$ cat src/sv/rau_pkg.sv
// Package for the rational arithmetic unit: operation codes, controller states,
// and the command and status structs between controller and datapath.
// No dependencies.
`default_nettype none
package rau_pkg;
	localparam int OPERAND_WIDTH_DEF = 16;
	localparam int IN_WIDTH = 16;
	localparam int OP_WIDTH = 3;
	localparam int RES_NUM_WIDTH = 33;
	localparam int RES_DEN_WIDTH = 32;
	localparam int S_DATA_WIDTH = 64;
	localparam int M_DATA_WIDTH = 72;

	localparam logic [OP_WIDTH-1:0] OP_ADD = 3'd0;
	localparam logic [OP_WIDTH-1:0] OP_SUB = 3'd1;
	localparam logic [OP_WIDTH-1:0] OP_MUL = 3'd2;
	localparam logic [OP_WIDTH-1:0] OP_DIV = 3'd3;
	localparam logic [OP_WIDTH-1:0] OP_CMP = 3'd4;
	localparam logic [OP_WIDTH-1:0] OP_RED = 3'd5;

	localparam logic [1:0] ORD_LESS = 2'd0;
	localparam logic [1:0] ORD_EQUAL = 2'd1;
	localparam logic [1:0] ORD_GREATER = 2'd2;

	typedef enum logic [3:0] {
		ST_IDLE,
		ST_MUL_A,
		ST_MUL_B,
		ST_MUL_C,
		ST_MUL_D,
		ST_GCD_INIT,
		ST_GCD_RUN,
		ST_DIV_RUN,
		ST_FINISH
	} state_t;

	typedef struct packed {
		logic load;
		logic mul_a;
		logic mul_b;
		logic mul_c;
		logic mul_d;
		logic gcd_init;
		logic gcd_step;
		logic div_init;
		logic div_step;
		logic out_load;
	} cmd_t;

	typedef struct packed {
		logic gcd_done;
		logic div_done;
	} sts_t;
endpackage
`default_nettype wire

$ cat src/sv/rational_arithmetic_unit.sv
// Top level of the rational arithmetic unit: stream ports, controller and datapath.
// Depends on rau_pkg, rau_ctrl and rau_dp.
//
// Usage: a request word on the slave stream carries two signed fractions in
// s_axis_tdata and the operation in s_axis_tuser (add, subtract, multiply,
// divide, compare, reduce first). One result word leaves on the master stream.
// Results are cross-multiplied and reduced by the gcd of their magnitudes.
// Sequence: the products and setup, then the binary gcd at one step per cycle,
// with the divider set up as the gcd ends, then a two-lane restoring divider,
// then the load of the output register; the time from acceptance to
// m_axis_tvalid varies with the gcd loop.
// One request is worked on at a time; s_axis_tready is high only while the
// unit is idle.
// The result sits in an output register; a stall on m_axis_tready holds it and
// the unit takes the next request meanwhile, finishing it only once the
// register is free. Reset clears the controller and the output valid flag.
`default_nettype none
module rational_arithmetic_unit #(
	parameter int OPERAND_WIDTH = rau_pkg::OPERAND_WIDTH_DEF
) (
	input  wire logic                              clk,
	input  wire logic                              arst_n,
	input  wire logic                              s_axis_tvalid,
	output logic                                   s_axis_tready,
	// a_num [15:0], a_den [31:16], b_num [47:32], b_den [63:48]
	input  wire logic [rau_pkg::S_DATA_WIDTH-1:0]  s_axis_tdata,
	// req_type [2:0]
	input  wire logic [rau_pkg::OP_WIDTH-1:0]      s_axis_tuser,
	output logic                                   m_axis_tvalid,
	input  wire logic                              m_axis_tready,
	// res_num [32:0], res_den [64:33], order [66:65], bad_den [67], zero [71:68]
	output logic [rau_pkg::M_DATA_WIDTH-1:0]       m_axis_tdata
);
	rau_pkg::cmd_t cmd;
	rau_pkg::sts_t sts;
	logic signed [rau_pkg::RES_NUM_WIDTH-1:0] res_num;
	logic signed [rau_pkg::RES_DEN_WIDTH-1:0] res_den;
	logic [1:0] order;
	logic bad_den;

	rau_ctrl u_ctrl (
		.clk(clk),
		.arst_n(arst_n),
		.in_valid(s_axis_tvalid),
		.in_ready(s_axis_tready),
		.out_valid(m_axis_tvalid),
		.out_ready(m_axis_tready),
		.sts(sts),
		.cmd(cmd)
	);

	rau_dp #(.OPERAND_WIDTH(OPERAND_WIDTH)) u_dp (
		.clk(clk),
		.arst_n(arst_n),
		.cmd(cmd),
		.sts(sts),
		.req_type(s_axis_tuser),
		.a_num(s_axis_tdata[15:0]),
		.a_den(s_axis_tdata[31:16]),
		.b_num(s_axis_tdata[47:32]),
		.b_den(s_axis_tdata[63:48]),
		.res_num(res_num),
		.res_den(res_den),
		.order(order),
		.bad_den(bad_den)
	);

	assign m_axis_tdata = {4'd0, bad_den, order, res_den, res_num};
endmodule
`default_nettype wire

$ cat src/sv/rau_ctrl.sv
// Controller of the rational arithmetic unit: sequences products, gcd and division.
// Depends on rau_pkg.
`default_nettype none
module rau_ctrl (
	input  wire logic          clk,
	input  wire logic          arst_n,
	input  wire logic          in_valid,
	output logic               in_ready,
	output logic               out_valid,
	input  wire logic          out_ready,
	input  wire rau_pkg::sts_t sts,
	output rau_pkg::cmd_t      cmd
);
	rau_pkg::state_t state_q, state_n;
	logic out_valid_q;
	logic out_free;

	assign out_free = !out_valid_q || out_ready;
	assign out_valid = out_valid_q;
	assign in_ready = (state_q == rau_pkg::ST_IDLE);

	always_comb begin
		state_n = state_q;
		case (state_q)
			rau_pkg::ST_IDLE: if (in_valid) state_n = rau_pkg::ST_MUL_A;
			rau_pkg::ST_MUL_A: state_n = rau_pkg::ST_MUL_B;
			rau_pkg::ST_MUL_B: state_n = rau_pkg::ST_MUL_C;
			rau_pkg::ST_MUL_C: state_n = rau_pkg::ST_MUL_D;
			rau_pkg::ST_MUL_D: state_n = rau_pkg::ST_GCD_INIT;
			rau_pkg::ST_GCD_INIT: state_n = rau_pkg::ST_GCD_RUN;
			rau_pkg::ST_GCD_RUN: if (sts.gcd_done) state_n = rau_pkg::ST_DIV_RUN;
			rau_pkg::ST_DIV_RUN: if (sts.div_done) state_n = rau_pkg::ST_FINISH;
			rau_pkg::ST_FINISH: if (out_free) state_n = rau_pkg::ST_IDLE;
			default: state_n = rau_pkg::ST_IDLE;
		endcase
	end

	always_comb begin
		cmd = '0;
		case (state_q)
			rau_pkg::ST_IDLE: cmd.load = in_valid;
			rau_pkg::ST_MUL_A: cmd.mul_a = 1'b1;
			rau_pkg::ST_MUL_B: cmd.mul_b = 1'b1;
			rau_pkg::ST_MUL_C: cmd.mul_c = 1'b1;
			rau_pkg::ST_MUL_D: cmd.mul_d = 1'b1;
			rau_pkg::ST_GCD_INIT: cmd.gcd_init = 1'b1;
			rau_pkg::ST_GCD_RUN: begin
				cmd.gcd_step = !sts.gcd_done;
				cmd.div_init = sts.gcd_done;
			end
			rau_pkg::ST_DIV_RUN: cmd.div_step = !sts.div_done;
			rau_pkg::ST_FINISH: cmd.out_load = out_free;
			default: cmd = '0;
		endcase
	end

	always_ff @(posedge clk or negedge arst_n) begin
		if (!arst_n) begin
			state_q <= rau_pkg::ST_IDLE;
			out_valid_q <= 1'b0;
		end else begin
			state_q <= state_n;
			if (cmd.out_load) out_valid_q <= 1'b1;
			else if (out_ready) out_valid_q <= 1'b0;
		end
	end
endmodule
`default_nettype wire

$ cat src/sv/rau_dp.sv
// Datapath of the rational arithmetic unit: shared multiplier, binary gcd,
// two-lane restoring divider and result register. Depends on rau_pkg.
`default_nettype none
module rau_dp #(
	parameter int OPERAND_WIDTH = rau_pkg::OPERAND_WIDTH_DEF
) (
	input  wire logic                              clk,
	input  wire logic                              arst_n,
	input  wire rau_pkg::cmd_t                     cmd,
	output rau_pkg::sts_t                          sts,
	input  wire logic [rau_pkg::OP_WIDTH-1:0]      req_type,
	input  wire logic [rau_pkg::IN_WIDTH-1:0]      a_num,
	input  wire logic [rau_pkg::IN_WIDTH-1:0]      a_den,
	input  wire logic [rau_pkg::IN_WIDTH-1:0]      b_num,
	input  wire logic [rau_pkg::IN_WIDTH-1:0]      b_den,
	output logic signed [rau_pkg::RES_NUM_WIDTH-1:0] res_num,
	output logic signed [rau_pkg::RES_DEN_WIDTH-1:0] res_den,
	output logic [1:0]                             order,
	output logic                                   bad_den
);
	localparam int W = OPERAND_WIDTH;
	localparam int PW = 2 * W;
	localparam int NW = 2 * W + 1;
	localparam int KW = $clog2(NW + 1);

	logic [rau_pkg::OP_WIDTH-1:0] op_q;
	logic signed [W-1:0] an_q, ad_q, bn_q, bd_q;
	logic signed [W-1:0] ma, mb;
	logic signed [PW-1:0] prod_s1;
	logic signed [NW-1:0] num_q, den_q;
	logic [NW-1:0] x_q, y_q, g_q, qa_q, qb_q, ra_q, rb_q;
	logic [KW-1:0] k_q, cnt_q;
	logic num_neg_q, den_neg_q;
	logic [NW-1:0] x_n, y_n;
	logic [KW-1:0] k_n;
	logic [NW:0] rta, rtb, da, db;
	logic gea, geb;
	logic [31:0] ext_an, ext_ad, ext_bn, ext_bd;
	logic signed [NW-1:0] prod_ext, num_fin, den_fin;
	logic signed [63:0] num64, den64;
	logic is_cmp, bad_n, less;
	logic [1:0] order_n;

	assign ext_an = {16'd0, a_num};
	assign ext_ad = {16'd0, a_den};
	assign ext_bn = {16'd0, b_num};
	assign ext_bd = {16'd0, b_den};

	always_comb begin
		ma = an_q;
		mb = bd_q;
		if (cmd.mul_a) begin
			ma = an_q;
			mb = (op_q == rau_pkg::OP_MUL) ? bn_q : bd_q;
		end else if (cmd.mul_b) begin
			ma = ad_q;
			mb = bn_q;
		end else begin
			ma = ad_q;
			mb = (op_q == rau_pkg::OP_DIV) ? bn_q : bd_q;
		end
	end

	assign prod_ext = NW'(prod_s1);

	always_comb begin
		x_n = x_q;
		y_n = y_q;
		k_n = k_q;
		if (!x_q[0] && !y_q[0]) begin
			x_n = x_q >> 1;
			y_n = y_q >> 1;
			k_n = k_q + 1'b1;
		end else if (!x_q[0]) begin
			x_n = x_q >> 1;
		end else if (!y_q[0]) begin
			y_n = y_q >> 1;
		end else if (x_q >= y_q) begin
			x_n = (x_q - y_q) >> 1;
		end else begin
			y_n = (y_q - x_q) >> 1;
		end
	end

	assign sts.gcd_done = (x_q == '0) || (y_q == '0);
	assign sts.div_done = (cnt_q == '0);

	assign rta = {ra_q, qa_q[NW-1]};
	assign rtb = {rb_q, qb_q[NW-1]};
	assign gea = rta >= {1'b0, g_q};
	assign geb = rtb >= {1'b0, g_q};
	assign da = rta - {1'b0, g_q};
	assign db = rtb - {1'b0, g_q};

	always_ff @(posedge clk) begin
		if (cmd.load) begin
			op_q <= req_type;
			an_q <= ext_an[W-1:0];
			ad_q <= ext_ad[W-1:0];
			bn_q <= ext_bn[W-1:0];
			bd_q <= ext_bd[W-1:0];
		end
		if (cmd.mul_a || cmd.mul_b || cmd.mul_c) prod_s1 <= ma * mb;
		if (cmd.mul_b) num_q <= prod_ext;
		if (cmd.mul_c) begin
			if (op_q == rau_pkg::OP_ADD) num_q <= num_q + prod_ext;
			else if (op_q == rau_pkg::OP_SUB || op_q == rau_pkg::OP_CMP)
				num_q <= num_q - prod_ext;
			else if (op_q > rau_pkg::OP_CMP) num_q <= NW'(an_q);
		end
		if (cmd.mul_d) den_q <= (op_q > rau_pkg::OP_CMP) ? NW'(ad_q) : prod_ext;
		if (cmd.gcd_init) begin
			x_q <= num_q[NW-1] ? NW'(-num_q) : NW'(num_q);
			y_q <= den_q[NW-1] ? NW'(-den_q) : NW'(den_q);
			k_q <= '0;
			num_neg_q <= num_q[NW-1];
			den_neg_q <= den_q[NW-1];
		end
		if (cmd.gcd_step) begin
			x_q <= x_n;
			y_q <= y_n;
			k_q <= k_n;
		end
		if (cmd.div_init) begin
			g_q <= (x_q | y_q) << k_q;
			qa_q <= num_neg_q ? NW'(-num_q) : NW'(num_q);
			qb_q <= den_neg_q ? NW'(-den_q) : NW'(den_q);
			ra_q <= '0;
			rb_q <= '0;
		end
		if (cmd.div_step) begin
			ra_q <= gea ? da[NW-1:0] : rta[NW-1:0];
			rb_q <= geb ? db[NW-1:0] : rtb[NW-1:0];
			qa_q <= {qa_q[NW-2:0], gea};
			qb_q <= {qb_q[NW-2:0], geb};
		end
		if (cmd.out_load) begin
			res_num <= is_cmp ? '0 : num64[rau_pkg::RES_NUM_WIDTH-1:0];
			res_den <= is_cmp ? '0 : den64[rau_pkg::RES_DEN_WIDTH-1:0];
			order <= order_n;
			bad_den <= bad_n;
		end
	end

	always_ff @(posedge clk or negedge arst_n) begin
		if (!arst_n) cnt_q <= '0;
		else if (cmd.div_init) cnt_q <= KW'(NW);
		else if (cmd.div_step) cnt_q <= cnt_q - 1'b1;
	end

	always_comb begin
		is_cmp = (op_q == rau_pkg::OP_CMP);
		if (g_q == '0) begin
			num_fin = num_q;
			den_fin = den_q;
		end else begin
			num_fin = num_neg_q ? -$signed(qa_q) : $signed(qa_q);
			den_fin = den_neg_q ? -$signed(qb_q) : $signed(qb_q);
		end
		num64 = 64'(num_fin);
		den64 = 64'(den_fin);
		if (is_cmp) bad_n = (ad_q == '0) || (bd_q == '0);
		else bad_n = (ad_q == '0) || (den_q == '0)
			|| (op_q <= rau_pkg::OP_DIV && bd_q == '0);
		less = num_q[NW-1] ^ (ad_q[W-1] ^ bd_q[W-1]);
		order_n = rau_pkg::ORD_EQUAL;
		if (is_cmp && !bad_n && num_q != '0)
			order_n = less ? rau_pkg::ORD_LESS : rau_pkg::ORD_GREATER;
	end
endmodule
`default_nettype wire

$ cat config.mk
export PLATFORM = sky130hd
export DESIGN_NAME = rational_arithmetic_unit
export DESIGN_NICKNAME = d
export VERILOG_FILES = /design/src/sv/rau_pkg.sv /design/src/sv/rational_arithmetic_unit.sv /design/src/sv/rau_ctrl.sv /design/src/sv/rau_dp.sv
export SDC_FILE = /design/constraint.sdc
export NUM_CORES = 2
export LEC_CHECK = 0
export BUFFER_PORTS_ARGS = -buffer_cell sky130_fd_sc_hd__buf_2
export CAP_MARGIN = 20
export CELL_PAD_IN_SITES_DETAIL_PLACEMENT = 1
export CELL_PAD_IN_SITES_GLOBAL_PLACEMENT = 1
export CORE_ASPECT_RATIO = 0.75
export CORE_MARGIN = 4
export CORE_UTILIZATION = 54
export DETAILED_ROUTE_END_ITERATION = 10
export PLACE_DENSITY = 0.95
export SLEW_MARGIN = 0
export SYNTH_ARGS = -nofsm -noshare
export SYNTH_HDL_FRONTEND = slang
export SYNTH_SLANG_ARGS = --single-unit
$ cat constraint.sdc
create_clock -name clk -period 30 [get_ports clk]
set_clock_uncertainty 0.1 [all_clocks]
set_input_delay 6 -clock clk [delete_from_list [all_inputs] [get_ports clk]]
set_output_delay 6 -clock clk [all_outputs]
set_load 0.02 [all_outputs]
==> results.sh <==
export IMPL_max_freq_mhz=102
export IMPL_first_iter_violations=6151
export IMPL_grt_busiest_layer="met2"
export IMPL_syn_cell_area_um2=46100
export IMPL_grt_max_degree=92
export IMPL_cts_buffer_depth=3
export IMPL_area_growth_pct=8.15
export IMPL_cts_root_buf="clkbuf_16"
export IMPL_stdcell_area_um2=49800
export IMPL_end_kind="flip-flop"
export IMPL_fin_crit_ns=9.78
export IMPL_synth_async_reset_ratio_pct=2.28
export IMPL_yosysTopAreaCellShare_pct=28.6
export IMPL_critPathMaxFanout=32
export IMPL_fp_dieArea_um2=90100
export IMPL_place_gp_congestion=1.03
export IMPL_start_util_pct=54.7
export IMPL_overflow=0
export IMPL_worst_ep_required_time_ns=30.30
export IMPL_grt_pass1_wl_um=272000
export IMPL_cp_slowest_stage_delay_ns=0.91
export IMPL_clock_sinks=482
export IMPL_antenna_found_initial=10
export IMPL_status="complete, no violations"
export IMPL_hpwl_um=140000
export IMPL_grtUsageTotal_pct=39.2
export IMPL_synth_edff_count=438
export IMPL_nNetsFinal=5727
export IMPL_port_buffers=140
export IMPL_use_met3_pct=14.9
export IMPL_clkSlewWorstSetupHoldPaths_ns=0.07
export IMPL_tns_ns=0
export IMPL_worstSetupStartpointType="flip-flop"
export IMPL_synth_ff_type="edfxtp_1"
export IMPL_globalRouteMet1Util_pct=53.3
export IMPL_hold_viol=0
export IMPL_ys_warnings_count=0
export IMPL_cp_top_family="adder cells"
export IMPL_maxCapViolCount=0
export IMPL_wl_per_cell_um=29.1
export IMPL_avgViaCountPerCell=6.81
export IMPL_layout_drive_gt1_share_pct=8.59
export IMPL_ant_nets=0
export IMPL_cts_tree="built"
export IMPL_remaining_drc_errors=0
export IMPL_worstSkewPairLatency_ns=0.67
export IMPL_crit_buf_inv=4
export IMPL_critPathMostFrequentCell="fa_1"
export IMPL_syn_inst=5040
export IMPL_hp_class="reg -> reg"
export IMPL_crit_arrival_ns=10.08
export IMPL_synth_seq_cells=482
export IMPL_cts_max_level=2
export IMPL_die_h_um=261
export IMPL_ys_seq_area_share_pct=30.6
export IMPL_synth_area_top_cells="edfxtp_1 (29%), fa_1 (12%), ha_1 (8.7%), nor2_1 (4.6%), inv_1 (4.4%)"
export IMPL_post_cts_buffers=0
export IMPL_routed_wirelength_um=182000
export IMPL_grt_pass1_vias=43200
export IMPL_synth_cell_type_count=86
export IMPL_drt_first_pass_iters=6
export IMPL_std_cell_rows=92
export IMPL_synth_avg_cell_area_um2=9.14
export IMPL_dp_cells=6130
export IMPL_cts_resized=0
export IMPL_final_cells=6247
export IMPL_finalCritPeriodShare_pct=32.6
export IMPL_postCtsHoldBufs=0
export IMPL_fp_dieW_um=345
export IMPL_critPathSlowestCell="mux2i_1"
export IMPL_rsz0062_at_grt="no"
export IMPL_synth_area_leader_cell="edfxtp_1"
export IMPL_criticalPathCategory="reg -> reg"
export IMPL_maxSlewHeadroom_pct=12.8
export IMPL_core_um2=84300
export IMPL_setup_viol=0
export IMPL_gr_usage_met2_pct=58.1
export IMPL_cts_buffers=54
export IMPL_postPlaceCellArea_um2=47800
export IMPL_vias=42500
export IMPL_drv_slew=0
export IMPL_boundaryPins=145
export IMPL_worstMarginPinSlew_ns=1.29
metal layers:
| metal | up-vias | wire length, µm |
|---|---|---|
| met4 | 8 | 7060 |
| met3 | 564 | 27200 |
| met5 | - | 57 |
| met2 | 3024 | 77500 |
| met1 | 21300 | 70300 |
| li1 | 17700 | - |
registers in the layout, summed over array words and instances, names as in the netlist, 2 cells and up:
signal	flops
u_dp.op_q	3
u_dp.prod_s1	32
u_dp.g_q	33
u_dp.bn_q	16
u_dp.res_den	32
u_dp.y_q	33
u_dp.qb_q	33
u_dp.ad_q	16
u_dp.k_q	6
u_dp.res_num	33
u_dp.rb_q	33
u_dp.x_q	33
u_dp.num_q	33
u_dp.cnt_q	6
u_dp.den_q	32
u_dp.ra_q	33
u_ctrl.state_q	4
u_dp.order	2
u_dp.qa_q	33
u_dp.an_q	16
u_dp.bd_q	16
metrics by stage:
step                util [%]  setup slack [ns]  hold slack, ns
finish                  59.1             20.22           0.482
global route            59.1             20.06           0.505
CTS                     59.0             20.53           0.475
detailed placement      56.8             20.67           0.459
global placement        56.8             21.08           0.425
floorplan                  -             18.66           0.335
layout by cell type (no fill, tap or decap), drive strengths merged, types with 20 or more instances in the layout:
master / n
mux4: 25
clkinv: 20
or2: 27
o21a: 22
xnor2: 162
nor2b: 42
o31ai: 36
or4: 24
ha: 322
clkbuf: 64
xor2: 197
nor4: 63
nand2b: 41
dfxtp: 33
a221oi: 24
a21oi: 244
mux2: 37
a211oi: 109
nor2: 566
o211ai: 21
a31oi: 31
nor3: 63
inv: 541
buf: 218
a21o: 59
o21ai: 287
o21bai: 51
nand4: 23
o41ai: 21
nand2: 447
o22ai: 32
edfxtp: 438
or3: 42
fa: 268
nand3: 102
mux2i: 143
and3: 22
o221ai: 63
worst paths after layout:
check / from / end / slack (ns) / cells after the start
setup reg to reg: u_ctrl.state_q[1] / u_dp.prod_s1[31] / 20.22 / 27
setup / recovery: u_ctrl.state_q[1] / u_dp.prod_s1[31] / 20.22 / 27
max in group asynchronous: arst_n / u_dp.cnt_q[2] / 24.43 / 1
hold / removal: u_dp.cnt_q[1] / u_dp.cnt_q[1] / 0.48 / 2
hold reg to reg: u_dp.cnt_q[1] / u_dp.cnt_q[1] / 0.48 / 2
min in group asynchronous: arst_n / u_dp.cnt_q[0] / 5.11 / 1
cell families (layout without fill, tap and decap cells):
family                     count (synthesis)  in the layout  synth area share, %
AOI/OAI and AO/OA                       1107           1107                 15.6
xor gates and xnor gates                 359            359                 6.83
adders and majority gates                590            590                 20.4
buffers and inverters                    790            859                 6.54
DFF                                      482            482                 30.6
muxes                                    205            205                 5.23
other                                      1             11              0.00814
and+or+nand+nor                         1506           1506                 14.8
worst register-to-register path, stage by stage (launching register included):
cell and delay (ns):
dfrtp_1 0.48, nand2b_1 0.25, nor3_2 0.13, buf_4 0.48, xnor2_1 0.19, o21ai_2 0.13
buf_4 0.43, mux2i_1 0.93, nor2_1 0.15, fa_1 0.80, fa_1 0.52, fa_1 0.51
fa_1 0.53, fa_1 0.51, inv_1 0.06, fa_1 0.48, inv_1 0.04, ha_1 0.34
a21o_1 0.19, a21o_1 0.21, a21oi_1 0.33, o21bai_1 0.13, o311a_1 0.38, o41ai_1 0.45
o21ai_0 0.24, a21bo_2 0.26, a21oi_1 0.18, xnor2_1 0.08
cell type report:
class / count / area [µm²]
fill: 9643 / 34400
clock inverter: 40 / 450
inverter: 537 / 2020
timing repair buffer: 220 / 1340
sequential: 482 / 14100
multi-input combinational: 3771 / 29100
tap: 1128 / 1410
clock buffer: 62 / 1400
antenna: 7 / 17.5
cells in the mapped netlist (31+ instances only):
library cell	instances
nor2_1	566
inv_1	536
nand2_1	447
edfxtp_1	438
ha_1	322
o21ai_0	286
fa_1	268
a21oi_1	244
clkbuf_1	218
xor2_1	197
xnor2_1	162
mux2i_1	143
a211oi_1	109
nand3_1	102
nor3_1	63
o221ai_1	63
nor4_1	62
a21o_1	59
o21bai_1	51
nor2b_1	42
nand2b_1	41
or3_1	41
o31ai_1	36
mux2_2	34
dfxtp_1	33
o22ai_1	32
a31oi_1	31
Power is not shown: default switching activity piles up to over one toggle a cycle in this logic, so the estimate is an artifact.
